===== config.mk =====
export PLATFORM = sky130hd
export DESIGN_NAME = gf256_matrix_inverse
export DESIGN_NICKNAME = d
export VERILOG_FILES = /design/src/rtl/core/gfmi_pkg.sv /design/src/rtl/core/gfmi_ram.sv /design/src/rtl/core/gf256_matrix_inverse.sv
export SDC_FILE = /design/constraint.sdc
export NUM_CORES = 2
export LEC_CHECK = 0
export BUFFER_PORTS_ARGS = -buffer_cell sky130_fd_sc_hd__buf_2
export CORE_MARGIN = 5
export CORE_UTILIZATION = 45
export CTS_CLUSTER_DIAMETER = 100
export CTS_CLUSTER_SIZE = 10
export DETAILED_ROUTE_END_ITERATION = 10
export GPL_ROUTABILITY_DRIVEN = 0
export PLACE_DENSITY = 0.7
export SLEW_MARGIN = 10
export SYNTH_ARGS = -nofsm -noshare
export SYNTH_HDL_FRONTEND = slang
export SYNTH_HIERARCHICAL = 1
export SYNTH_SLANG_ARGS = --single-unit

===== constraint.sdc =====
create_clock -name clk -period 15.9 [get_ports clk]
set_clock_uncertainty 0.15 [all_clocks]
set_input_delay 0.795 -clock clk [delete_from_list [all_inputs] [get_ports clk]]
set_output_delay 0.795 -clock clk [all_outputs]
set_load 0.005 [all_outputs]

===== src/rtl/core/gfmi_pkg.sv =====
package gfmi_pkg;

  localparam int BYTE_W     = 8;
  localparam int SIZE_W     = 4;
  localparam int CFG_AW     = 3;
  localparam int CFG_DW     = 32;
  localparam int FIELD_SIZE = 256;
  localparam logic [8:0] GF_POLY   = 9'h11D;
  localparam logic [8:0] GF_ORDER  = 9'd255;
  localparam logic [SIZE_W-1:0] SIZE_RESET = 4'd8;

  // register index taken from paddr above the byte lanes
  localparam logic [0:0] REG_MATRIX_SIZE = 1'b0;

  typedef logic [FIELD_SIZE-1:0][BYTE_W-1:0] gf_tbl_t;

  function automatic gf_tbl_t gen_alog();
    gf_tbl_t    t;
    logic [8:0] v;
    v = 9'd1;
    for (int i = 0; i < FIELD_SIZE; i++) begin
      t[i] = v[7:0];
      v = {v[7:0], 1'b0};
      if (v[8]) v = v ^ GF_POLY;
    end
    return t;
  endfunction

  function automatic gf_tbl_t gen_log();
    gf_tbl_t    t;
    logic [8:0] v;
    t = '0;
    v = 9'd1;
    for (int i = 0; i < FIELD_SIZE; i++) begin
      t[v[7:0]] = 8'(i);
      v = {v[7:0], 1'b0};
      if (v[8]) v = v ^ GF_POLY;
    end
    t[1] = 8'd0;
    return t;
  endfunction

  localparam gf_tbl_t ALOG = gen_alog();
  localparam gf_tbl_t LOG  = gen_log();

  // exponent sum mod 255, both inputs below 255
  function automatic logic [7:0] log_add(input logic [7:0] a, input logic [7:0] b);
    logic [8:0] s;
    s = {1'b0, a} + {1'b0, b};
    if (s >= GF_ORDER) s = s - GF_ORDER;
    return s[7:0];
  endfunction

  // exponent difference mod 255
  function automatic logic [7:0] log_sub(input logic [7:0] a, input logic [7:0] b);
    logic [8:0] s;
    s = {1'b0, a} + GF_ORDER - {1'b0, b};
    if (s >= GF_ORDER) s = s - GF_ORDER;
    return s[7:0];
  endfunction

endpackage


===== src/rtl/core/gfmi_ram.sv =====
module gfmi_ram #(
  parameter int WIDTH  = 8,
  parameter int DEPTH  = 128,
  parameter int ADDR_W = $clog2(DEPTH)
) (
  input  logic              clk,
  input  logic              we,
  input  logic [ADDR_W-1:0] waddr,
  input  logic [WIDTH-1:0]  wdata,
  input  logic [ADDR_W-1:0] ra_addr,
  output logic [WIDTH-1:0]  ra_data,
  input  logic [ADDR_W-1:0] rb_addr,
  output logic [WIDTH-1:0]  rb_data
);

  logic [WIDTH-1:0] mem [DEPTH];

  always_ff @(posedge clk) begin
    if (we) mem[waddr] <= wdata;
    ra_data <= mem[ra_addr];
    rb_data <= mem[rb_addr];
  end

endmodule


===== src/rtl/core/gf256_matrix_inverse.sv =====
// Inverts an N by N matrix over GF(2^8), field polynomial 0x11D.
// Input channel: a beat is taken when start is high and busy is low; each
// beat carries one matrix byte in row-major order, one beat per cycle.
// After the N*N-th byte, busy stays high while Gauss-Jordan elimination
// runs on [A|I] held in one memory whose rows are 2*MAX_ORDER bytes,
// rounded up to a power of two. Every row operation streams 2N columns
// through a read, multiply and write-back pipe and drains it before the
// next operation reads. A zero pivot is repaired by adding a lower row
// that is nonzero in that column.
// Results: N*N beats on out_strobe, one per cycle, row-major, out_last on
// the final one; busy drops in the cycle the final beat shows. A singular
// matrix gives zero values with out_singular high on every beat. The
// receiver cannot hold results off.
// Config: matrix_size at byte address 0 (APB, pready always high), to be
// written by the user only while idle; the block does not enforce this. Writing
// it restarts loading. 0 acts as 1, values above MAX_ORDER act as MAX_ORDER.
// Reset: load position cleared, matrix_size back to 8, no beat pending.
module gf256_matrix_inverse #(
  parameter int MAX_ORDER = 8
) (
  input  logic                          clk,
  input  logic                          rst_n,
  input  logic                          start,
  output logic                          busy,
  input  logic [gfmi_pkg::BYTE_W-1:0]   in_element_value,
  output logic                          out_strobe,
  output logic [gfmi_pkg::BYTE_W-1:0]   out_inverse_value,
  output logic                          out_last,
  output logic                          out_singular,
  input  logic                          psel,
  input  logic                          penable,
  input  logic                          pwrite,
  input  logic [gfmi_pkg::CFG_AW-1:0]   paddr,
  input  logic [gfmi_pkg::CFG_DW-1:0]   pwdata,
  output logic [gfmi_pkg::CFG_DW-1:0]   prdata,
  output logic                          pready
);

  import gfmi_pkg::*;

  localparam int RW    = (MAX_ORDER > 1) ? $clog2(MAX_ORDER) : 1;
  localparam int CW    = $clog2(2 * MAX_ORDER);
  localparam int N_W   = $clog2(MAX_ORDER + 1);
  localparam int AW    = RW + CW;
  localparam int DEPTH = 2 ** AW;

  typedef enum logic [3:0] {
    S_IDLE, S_IDENT, S_PIV_RD, S_PIV_CHK, S_SRCH_RD, S_SRCH_CHK,
    S_ELIM_RD, S_ELIM_CHK, S_SCALE, S_ROW, S_NEXT, S_OUT
  } state_t;

  state_t state_r, ret_r;

  logic [SIZE_W-1:0] size_r;
  logic [N_W-1:0]    n_eff, n_m1;
  logic [CW-1:0]     last_col;

  logic [N_W-1:0] ld_row_r, ld_col_r;
  logic [N_W-1:0] i_r, k_r, oc_r;
  logic [RW-1:0]  dst_r, src_r;
  logic           xor_r, repaired_r, sing_r;
  logic [7:0]     flog_r, piv_log_r;

  logic          iss_act_r, p1_vld_r, p2_vld_r, p2_zero_r;
  logic [CW-1:0] iss_c_r, p1_col_r, p2_col_r;
  logic [7:0]    p2_base_r, p2_exp_r;

  logic out_vld_r, out_last_r;

  logic                  we;
  logic [AW-1:0]         waddr, ra_addr, rb_addr;
  logic [BYTE_W-1:0]     wdata, ra_data, rb_data, prod;
  logic                  accept, cfg_wr;

  always_comb begin
    if (size_r == '0) n_eff = N_W'(1);
    else if (int'(size_r) > MAX_ORDER) n_eff = N_W'(MAX_ORDER);
    else n_eff = N_W'(size_r);
  end

  assign n_m1     = n_eff - 1'b1;
  assign last_col = CW'({n_eff, 1'b0} - 1'b1);

  assign busy   = (state_r != S_IDLE);
  assign accept = start && !busy;
  assign cfg_wr = psel && penable && pwrite && pready;
  assign pready = 1'b1;
  assign prdata = (paddr[CFG_AW-1:2] == REG_MATRIX_SIZE) ?
                  {{(CFG_DW - SIZE_W){1'b0}}, size_r} : '0;

  assign prod = p2_zero_r ? '0 : ALOG[p2_exp_r];

  // write port: load, identity fill, or row pipe write-back
  always_comb begin
    we    = 1'b0;
    waddr = '0;
    wdata = '0;
    case (state_r)
      S_IDLE: begin
        we    = accept;
        waddr = {ld_row_r[RW-1:0], CW'(ld_col_r)};
        wdata = in_element_value;
      end
      S_IDENT: begin
        we    = 1'b1;
        waddr = {k_r[RW-1:0], CW'(n_eff) + CW'(oc_r)};
        wdata = (k_r == oc_r) ? BYTE_W'(1) : '0;
      end
      S_ROW: begin
        we    = p2_vld_r;
        waddr = {dst_r, p2_col_r};
        wdata = p2_base_r ^ prod;
      end
      default: we = 1'b0;
    endcase
  end

  always_comb begin
    case (state_r)
      S_PIV_RD:             ra_addr = {i_r[RW-1:0], CW'(i_r)};
      S_SRCH_RD, S_ELIM_RD: ra_addr = {k_r[RW-1:0], CW'(i_r)};
      S_ROW:                ra_addr = {dst_r, iss_c_r};
      S_OUT:                ra_addr = {k_r[RW-1:0], CW'(n_eff) + CW'(oc_r)};
      default:              ra_addr = '0;
    endcase
  end

  assign rb_addr = {src_r, iss_c_r};

  gfmi_ram #(
    .WIDTH (BYTE_W),
    .DEPTH (DEPTH),
    .ADDR_W(AW)
  ) u_store (
    .clk    (clk),
    .we     (we),
    .waddr  (waddr),
    .wdata  (wdata),
    .ra_addr(ra_addr),
    .ra_data(ra_data),
    .rb_addr(rb_addr),
    .rb_data(rb_data)
  );

  always_ff @(posedge clk) begin
    // row pipe payload
    p1_col_r  <= iss_c_r;
    p2_col_r  <= p1_col_r;
    p2_base_r <= xor_r ? ra_data : '0;
    p2_zero_r <= (rb_data == '0);
    p2_exp_r  <= log_add(LOG[rb_data], flog_r);

    if (!rst_n) begin
      state_r    <= S_IDLE;
      ret_r      <= S_IDLE;
      size_r     <= SIZE_RESET;
      ld_row_r   <= '0;
      ld_col_r   <= '0;
      iss_act_r  <= 1'b0;
      p1_vld_r   <= 1'b0;
      p2_vld_r   <= 1'b0;
      out_vld_r  <= 1'b0;
      out_last_r <= 1'b0;
      sing_r     <= 1'b0;
      repaired_r <= 1'b0;
    end else begin
      out_vld_r <= 1'b0;
      p1_vld_r  <= (state_r == S_ROW) && iss_act_r;
      p2_vld_r  <= p1_vld_r;

      case (state_r)
        S_IDLE: begin
          if (accept) begin
            if (ld_col_r == n_m1) begin
              ld_col_r <= '0;
              if (ld_row_r == n_m1) begin
                ld_row_r <= '0;
                k_r      <= '0;
                oc_r     <= '0;
                sing_r   <= 1'b0;
                state_r  <= S_IDENT;
              end else begin
                ld_row_r <= ld_row_r + 1'b1;
              end
            end else begin
              ld_col_r <= ld_col_r + 1'b1;
            end
          end
        end
        S_IDENT: begin
          if (oc_r == n_m1) begin
            oc_r <= '0;
            if (k_r == n_m1) begin
              i_r        <= '0;
              repaired_r <= 1'b0;
              state_r    <= S_PIV_RD;
            end else begin
              k_r <= k_r + 1'b1;
            end
          end else begin
            oc_r <= oc_r + 1'b1;
          end
        end
        S_PIV_RD: state_r <= S_PIV_CHK;
        S_PIV_CHK: begin
          piv_log_r <= LOG[ra_data];
          if (ra_data != '0) begin
            k_r     <= '0;
            state_r <= S_ELIM_RD;
          end else if (repaired_r) begin
            sing_r  <= 1'b1;
            k_r     <= '0;
            oc_r    <= '0;
            state_r <= S_OUT;
          end else begin
            k_r     <= i_r + 1'b1;
            state_r <= S_SRCH_RD;
          end
        end
        S_SRCH_RD: begin
          if (k_r == n_eff) begin
            // no lower row can repair the pivot
            sing_r  <= 1'b1;
            k_r     <= '0;
            oc_r    <= '0;
            state_r <= S_OUT;
          end else begin
            state_r <= S_SRCH_CHK;
          end
        end
        S_SRCH_CHK: begin
          if (ra_data != '0) begin
            flog_r     <= log_sub(8'd0, LOG[ra_data]);
            dst_r      <= i_r[RW-1:0];
            src_r      <= k_r[RW-1:0];
            xor_r      <= 1'b1;
            ret_r      <= S_PIV_RD;
            repaired_r <= 1'b1;
            iss_act_r  <= 1'b1;
            iss_c_r    <= '0;
            state_r    <= S_ROW;
          end else begin
            k_r     <= k_r + 1'b1;
            state_r <= S_SRCH_RD;
          end
        end
        S_ELIM_RD: begin
          if (k_r == n_eff) state_r <= S_SCALE;
          else if (k_r == i_r) k_r <= k_r + 1'b1;
          else state_r <= S_ELIM_CHK;
        end
        S_ELIM_CHK: begin
          k_r <= k_r + 1'b1;
          if (ra_data != '0) begin
            flog_r    <= log_sub(LOG[ra_data], piv_log_r);
            dst_r     <= k_r[RW-1:0];
            src_r     <= i_r[RW-1:0];
            xor_r     <= 1'b1;
            ret_r     <= S_ELIM_RD;
            iss_act_r <= 1'b1;
            iss_c_r   <= '0;
            state_r   <= S_ROW;
          end else begin
            state_r <= S_ELIM_RD;
          end
        end
        S_SCALE: begin
          // multiply the pivot row by the pivot's inverse
          flog_r    <= log_sub(8'd0, piv_log_r);
          dst_r     <= i_r[RW-1:0];
          src_r     <= i_r[RW-1:0];
          xor_r     <= 1'b0;
          ret_r     <= S_NEXT;
          iss_act_r <= 1'b1;
          iss_c_r   <= '0;
          state_r   <= S_ROW;
        end
        S_ROW: begin
          if (iss_act_r) begin
            if (iss_c_r == last_col) iss_act_r <= 1'b0;
            else iss_c_r <= iss_c_r + 1'b1;
          end else if (!p1_vld_r && !p2_vld_r) begin
            // pipe drained, next reads see every write-back
            state_r <= ret_r;
          end
        end
        S_NEXT: begin
          if (i_r == n_m1) begin
            k_r     <= '0;
            oc_r    <= '0;
            state_r <= S_OUT;
          end else begin
            i_r        <= i_r + 1'b1;
            repaired_r <= 1'b0;
            state_r    <= S_PIV_RD;
          end
        end
        S_OUT: begin
          out_vld_r  <= 1'b1;
          out_last_r <= (k_r == n_m1) && (oc_r == n_m1);
          if (oc_r == n_m1) begin
            oc_r <= '0;
            if (k_r == n_m1) state_r <= S_IDLE;
            else k_r <= k_r + 1'b1;
          end else begin
            oc_r <= oc_r + 1'b1;
          end
        end
        default: state_r <= S_IDLE;
      endcase

      if (cfg_wr && paddr[CFG_AW-1:2] == REG_MATRIX_SIZE) begin
        size_r   <= pwdata[SIZE_W-1:0];
        ld_row_r <= '0;
        ld_col_r <= '0;
      end
    end
  end

  // read data arrives in the cycle after the issue in S_OUT
  assign out_strobe        = out_vld_r;
  assign out_inverse_value = sing_r ? '0 : ra_data;
  assign out_last          = out_last_r;
  assign out_singular      = sing_r;

endmodule


### Word level (Yosys, flattened, before mapping)

Memory sizes are Yosys's and may differ from the RTL's. A register that Yosys moved wholly into a read port is not among the register bits.
Index checks and enable logic that the tools add are counted.

* flip-flop bits (word level): 91
* RAM bits: 1024
* ROM bits: 6144
* logic and storage cells: 234
* memories: 4

* $add $sub $neg: 18
* magnitude comparators: 8
* equal/unequal tests: 45
* muxes and demuxes: 89
* bitwise operators: 3
* reduce and logical (&&, ||, !) cells: 41

Memories
* (name not given): words 256, width 8, read ports 1, clocked after Yosys merged registers in 0, write ports 0, line gf256_matrix_inverse.sv:255 `flog_r <= log_sub(LOG[ra_data], piv_log_r);`
* (name not given): words 256, width 8, read ports 1, clocked after Yosys merged registers in 0, write ports 0, line gf256_matrix_inverse.sv:151 `p2_exp_r <= log_add(LOG[rb_data], flog_r);`
* (name not given): words 256, width 8, read ports 1, clocked after Yosys merged registers in 1, write ports 0, line gf256_matrix_inverse.sv:91 `assign prod = p2_zero_r ? '0 : ALOG[p2_exp_r];`
* u_store.mem: words 128, width 8, read ports 2, clocked after Yosys merged registers in 2, write ports 1, line gfmi_ram.sv:16 `logic [WIDTH-1:0] mem [DEPTH];`

Operator list (number)
* 2-to-1 mux 4 bit: 43
* 2-to-1 mux 8 bit: 11
* case mux 4 bit (12 select lines): 1
* case mux 8 bit (3 select lines): 2
* inequality test 2 bit (second input constant): 21
* equality test 4 bit: 9
* greater-or-equal comparator 9 x 8 -> 1 bit (second input constant): 4
* case mux 4 bit (8 select lines): 1
* subtractor 8 bit (second input constant): 4
* case mux 7 bit (4 select lines): 1
* less-than comparator 8 x 9 -> 1 bit (second input constant): 3
* adder 4 x 1 -> 4 bit (second input constant): 6
* case mux 4 bit (3 select lines): 2
* case mux 7 bit (3 select lines): 1
* case mux 4 bit (5 select lines): 1
* case mux 3 bit (3 select lines): 2
* subtractor 8 x 8 -> 9 bit (first input constant): 2
* equality test 4 x 3 -> 1 bit (second input constant): 4
* equality test 4 bit (second input constant): 4
* 2-to-1 mux 1 bit: 16
* nonzero test 8 bit: 2
* AND reduction 5 bit: 3
* case mux 1 bit (3 select lines): 4
* AND reduction 12 bit: 1
* other kinds (30): 56

### Logic depth before layout (Yosys ltp)

* depth in word-level cells: 9
* mapped depth: 33

### Modules after synthesis

Netlist, hierarchy kept.

Modules (own cells, without submodules)
* gfmi_ram: instances 1, cells an instance 2063, area each 47848.4 sq um, sequential area each 31069.8 sq um
* gf256_matrix_inverse: instances 1, cells an instance 2350, area each 16092.9 sq um, sequential area each 2192.1 sq um

### Worst setup path after synthesis

OpenSTA, ideal clock, no wires.

* kind: register -> register
* from: register state_r[0]
* to: memory u_store.mem[0][1] (data pin)
* library setup time: 1197 ps
* arrival: 6129 ps
* required time: 14553 ps
* slack: 8424 ps
* stages on the path, launching flop included: 6
* buffers on the path: 2
* period minus slack after synthesis: 7476 ps
* path through: dfxtp_1 -> clkbuf_1 -> nor2b_1 -> nand2_1 -> clkbuf_1 -> o21ai_0

* word-level cells in the longest chain between the ends: 2

RTL lines
* start: declaration: line gf256_matrix_inverse.sv:52 `state_t state_r, ret_r;`
* start signal: assignment: line gf256_matrix_inverse.sv:284 `state_r <= ret_r;`
* equality test 4 bit, or another cell as far along: line gf256_matrix_inverse.sv:98 `case (state_r)`
* case mux 8 bit (3 select lines) *: line gf256_matrix_inverse.sv:98
* via wdata[1]: line gf256_matrix_inverse.sv:72 `logic [BYTE_W-1:0] wdata, ra_data, rb_data, prod;`
* end: declaration: line gfmi_ram.sv:16

The timed path passes the listed nets; every way through them passes the cells marked *.

==> results.sh <==
export IMPL_status="complete, but fails checks"
export IMPL_violations="design-rule violations"
export IMPL_place_hpwl_mm=118
export IMPL_synth_seq_cells=1130
export IMPL_syn_inst=4413
export IMPL_rsz0062_at_grt="false"
export IMPL_antenna_left=0
export IMPL_synth_simple_area_share=0.0734
export IMPL_io_pins=94
export IMPL_setup_slack_ns=5.75
export IMPL_synth_top_flop_cell="edfxtp_1"
export IMPL_synthXorXnorAreaFrac=0.0105
export IMPL_syn_area_mm2=0.0639
export IMPL_rr_worst_depth=28
export IMPL_fill_cells=11600
export IMPL_start_util=0.452
export IMPL_port_buffers=34
export IMPL_synth_cell_types=87
export IMPL_path_class="flop to flop"
export IMPL_first_global_vias=41700
export IMPL_synth_compound_area_frac=0.0886
export IMPL_cts_htree_levels=4
export IMPL_dp_cells=6048
export IMPL_pre_cts_ws_ns=6.44
export IMPL_yosysSeqAreaShare=0.520
export IMPL_hold_depth=3
export IMPL_die_area_mm2=0.150
export IMPL_viasPerCell=7.01
export IMPL_mostFrequentLayoutCells="edfxtp_1, mux4_2, nor2_1, nand2_1, o21ai_0"
export IMPL_setup_viol=0
export IMPL_row_count=138
export IMPL_drt_pass1_iterations=11
export IMPL_slew_headroom=0.113
export IMPL_drive_gt1_frac=0.245
export IMPL_fin_nets=4431
export IMPL_grt_ovfl_total=0
export IMPL_wirelength_mm=186
export IMPL_cts_root_buf="clkbuf_16"
export IMPL_timing_setup_tns_ns=0
export IMPL_min_period_ns=10.15
export IMPL_cap_viol_max_count=0
export IMPL_vias=43600
export IMPL_yosysWarnings=6
export IMPL_endpoint_kind="flop"
export IMPL_clkLatencyLatePin_ns=0.75
export IMPL_cp_max_fo=14
export IMPL_post_cts_setup_buffers=0
export IMPL_synth_edff_count=1063
export IMPL_antenna_found_initial=9
export IMPL_wl_per_cell_um=29.9
export IMPL_max_freq_mhz=98.5
export IMPL_crit_slowest_cell="dfxtp_1"
export IMPL_grt_pass1_wl_mm=276
export IMPL_clockBufferDepth=3
export IMPL_max_slew_worst_pin_slew_ns=1.32
export IMPL_drc=3
export IMPL_crit_buf_inv=4
export IMPL_post_route_period_util=0.639
export IMPL_slowest_delay_ns=0.71
export IMPL_critPathRequiredTime_ns=16.41
export IMPL_die_w_um=387
export IMPL_crit_top_cell="ha_1"
export IMPL_finalHoldViolations=0
export IMPL_synth_top_family_by_area="multiplexers"
export IMPL_mostFrequentLayoutCell="edfxtp_1"
export IMPL_critPathLaunchType="flop"
export IMPL_fin_cells=6218
export IMPL_drtIter0Drc=7680
export IMPL_regArea_mm2=0.0333
export IMPL_cp_top_family="compound AO/OA/AOI/OAI gates"
export IMPL_clock_sinks=1130
export IMPL_syn_area_per_cell_um2=14.5
export IMPL_grt_max_degree=135
export IMPL_cp_data_arrival_time_ns=10.66
export IMPL_post_cts_resized=0
export IMPL_min_path_type="primary input to flop"
export IMPL_postCtsHoldBufs=0
export IMPL_multi_input_area_mm2=0.0288
export IMPL_cts_clk_slew_worst_paths_ns=0.06
export IMPL_tritoncts="done"
export IMPL_syn_to_final_growth_pct=8.36
export IMPL_track_usage=0.242
export IMPL_final_util=0.490
export IMPL_async_reset_ff_frac=0
export IMPL_cts_made_buffers=133
export IMPL_synth_area_mux_share=0.257
export IMPL_synthAdderAreaFrac=0.0178
export IMPL_slew_violations=0
export IMPL_core_area_mm2=0.141
export IMPL_cp_num_cells=28
export IMPL_die_height_um=387
[through the flow]
step                hold WS, ns  cell area (µm²)
floorplan                 0.160            64000
detailed placement        0.164            65600
global placement          0.160            65600
global route              0.118            69300
finish                    0.136            69300
CTS                      0.0998            69300
[sequential cells by signal, summed over array words and instances (netlist names), 3 cells and up, named ones only]
name / cells
p2_base_r: 8
u_store/ra_data: 8
piv_log_r: 8
state_r: 4
u_store/rb_data: 8
ld_col_r: 4
p2_col_r: 4
ret_r: 3
iss_c_r: 4
u_store/mem: 1024
dst_r: 3
p1_col_r: 4
flog_r: 8
size_r: 4
i_r: 4
k_r: 4
ld_row_r: 4
src_r: 3
oc_r: 4
[path summary, 6_finish.rpt]
kind                       from     endpoint  slack (ns)
min reg2reg         p1_col_r[3]  p2_col_r[3]        0.18
max reg2reg  u_store/rb_data[0]         flop        5.75
min                   pwdata[3]    size_r[3]        0.14
max          u_store/rb_data[0]         flop        5.75
[worst reg2reg max path, delay by kind of cell (launching register included)]
kind | cells | cell delay (ns)
AOI/OAI and AO/OA | 15 | 4.08
adders and majority gates | 3 | 1.43
buffers and inverters | 4 | 1.39
and+or+nand+nor | 4 | 1.36
DFF | 1 | 0.71
xor gates and xnor gates | 1 | 0.65
muxes | 1 | 0.31
[cell usage after synthesis (all sizes together), types with 8 or more instances]
library cell | count | share of area
o221ai | 15 | 0.0021
inv | 65 | 0.0038
nand3 | 99 | 0.0077
a311o | 12 | 0.0019
nor3 | 78 | 0.0061
edfxtp | 1063 | 0.50
ha | 86 | 0.017
and3 | 14 | 0.0014
xor2 | 27 | 0.0037
nor2b | 52 | 0.0051
mux4 | 705 | 0.25
a211oi | 60 | 0.0072
buf | 185 | 0.016
a211o | 8 | 0.0011
a31oi | 53 | 0.0052
clkbuf | 222 | 0.013
or2 | 15 | 0.0015
mux2 | 24 | 0.0042
o31ai | 18 | 0.0022
nand2b | 42 | 0.0041
a21oi | 186 | 0.015
a32oi | 9 | 0.0012
or4 | 8 | 0.0010
o21ai | 205 | 0.016
o211a | 10 | 0.0016
nand4 | 16 | 0.0016
a21boi | 11 | 0.0013
dfxtp | 67 | 0.021
nor2 | 335 | 0.020
a221oi | 10 | 0.0014
o211ai | 57 | 0.0067
o22ai | 27 | 0.0026
xnor2 | 50 | 0.0068
a21o | 20 | 0.0023
or3 | 19 | 0.0019
o2111ai | 15 | 0.0021
a22oi | 22 | 0.0026
o311ai | 14 | 0.0019
mux2i | 26 | 0.0041
and2 | 24 | 0.0023
a311oi | 22 | 0.0030
nand2 | 300 | 0.018
[per-layer routing]
metal / routed length (µm) / share of wire / up-vias / global-route usage
li1: - / - / 17700 / -
met1: 67700 / 0.36 / 21800 / 0.333
met2: 86100 / 0.46 / 3442 / 0.377
met3: 23000 / 0.12 / 640 / 0.0556
met4: 8980 / 0.048 / 2 / 0.0928
met5: 13 / 0.000070 / - / 0
[cell type report]
cell class	instances	area share
diodes	2	0.0000722
multi-input cells	2835	0.416
well taps	1890	0.0341
clock inverters	14	0.00231
clock buffers	154	0.0504
inverters	68	0.00370
flip-flops and latches	1130	0.480
repair buffers	125	0.0130
[kinds of logic (layout without fill, tap and decap cells)]
group | Yosys count | after routing
and+or+nand+nor | 1030 | 1030
buffers and inverters | 475 | 361
other | 2 | 31
adders and majority gates | 89 | 89
muxes | 755 | 755
xor gates and xnor gates | 77 | 77
DFF | 1130 | 1130
AOI/OAI and AO/OA | 855 | 855
Power is left out: the tool's default activity adds up to more than one toggle a clock period on the data nets, which glitch-free logic cannot reach.
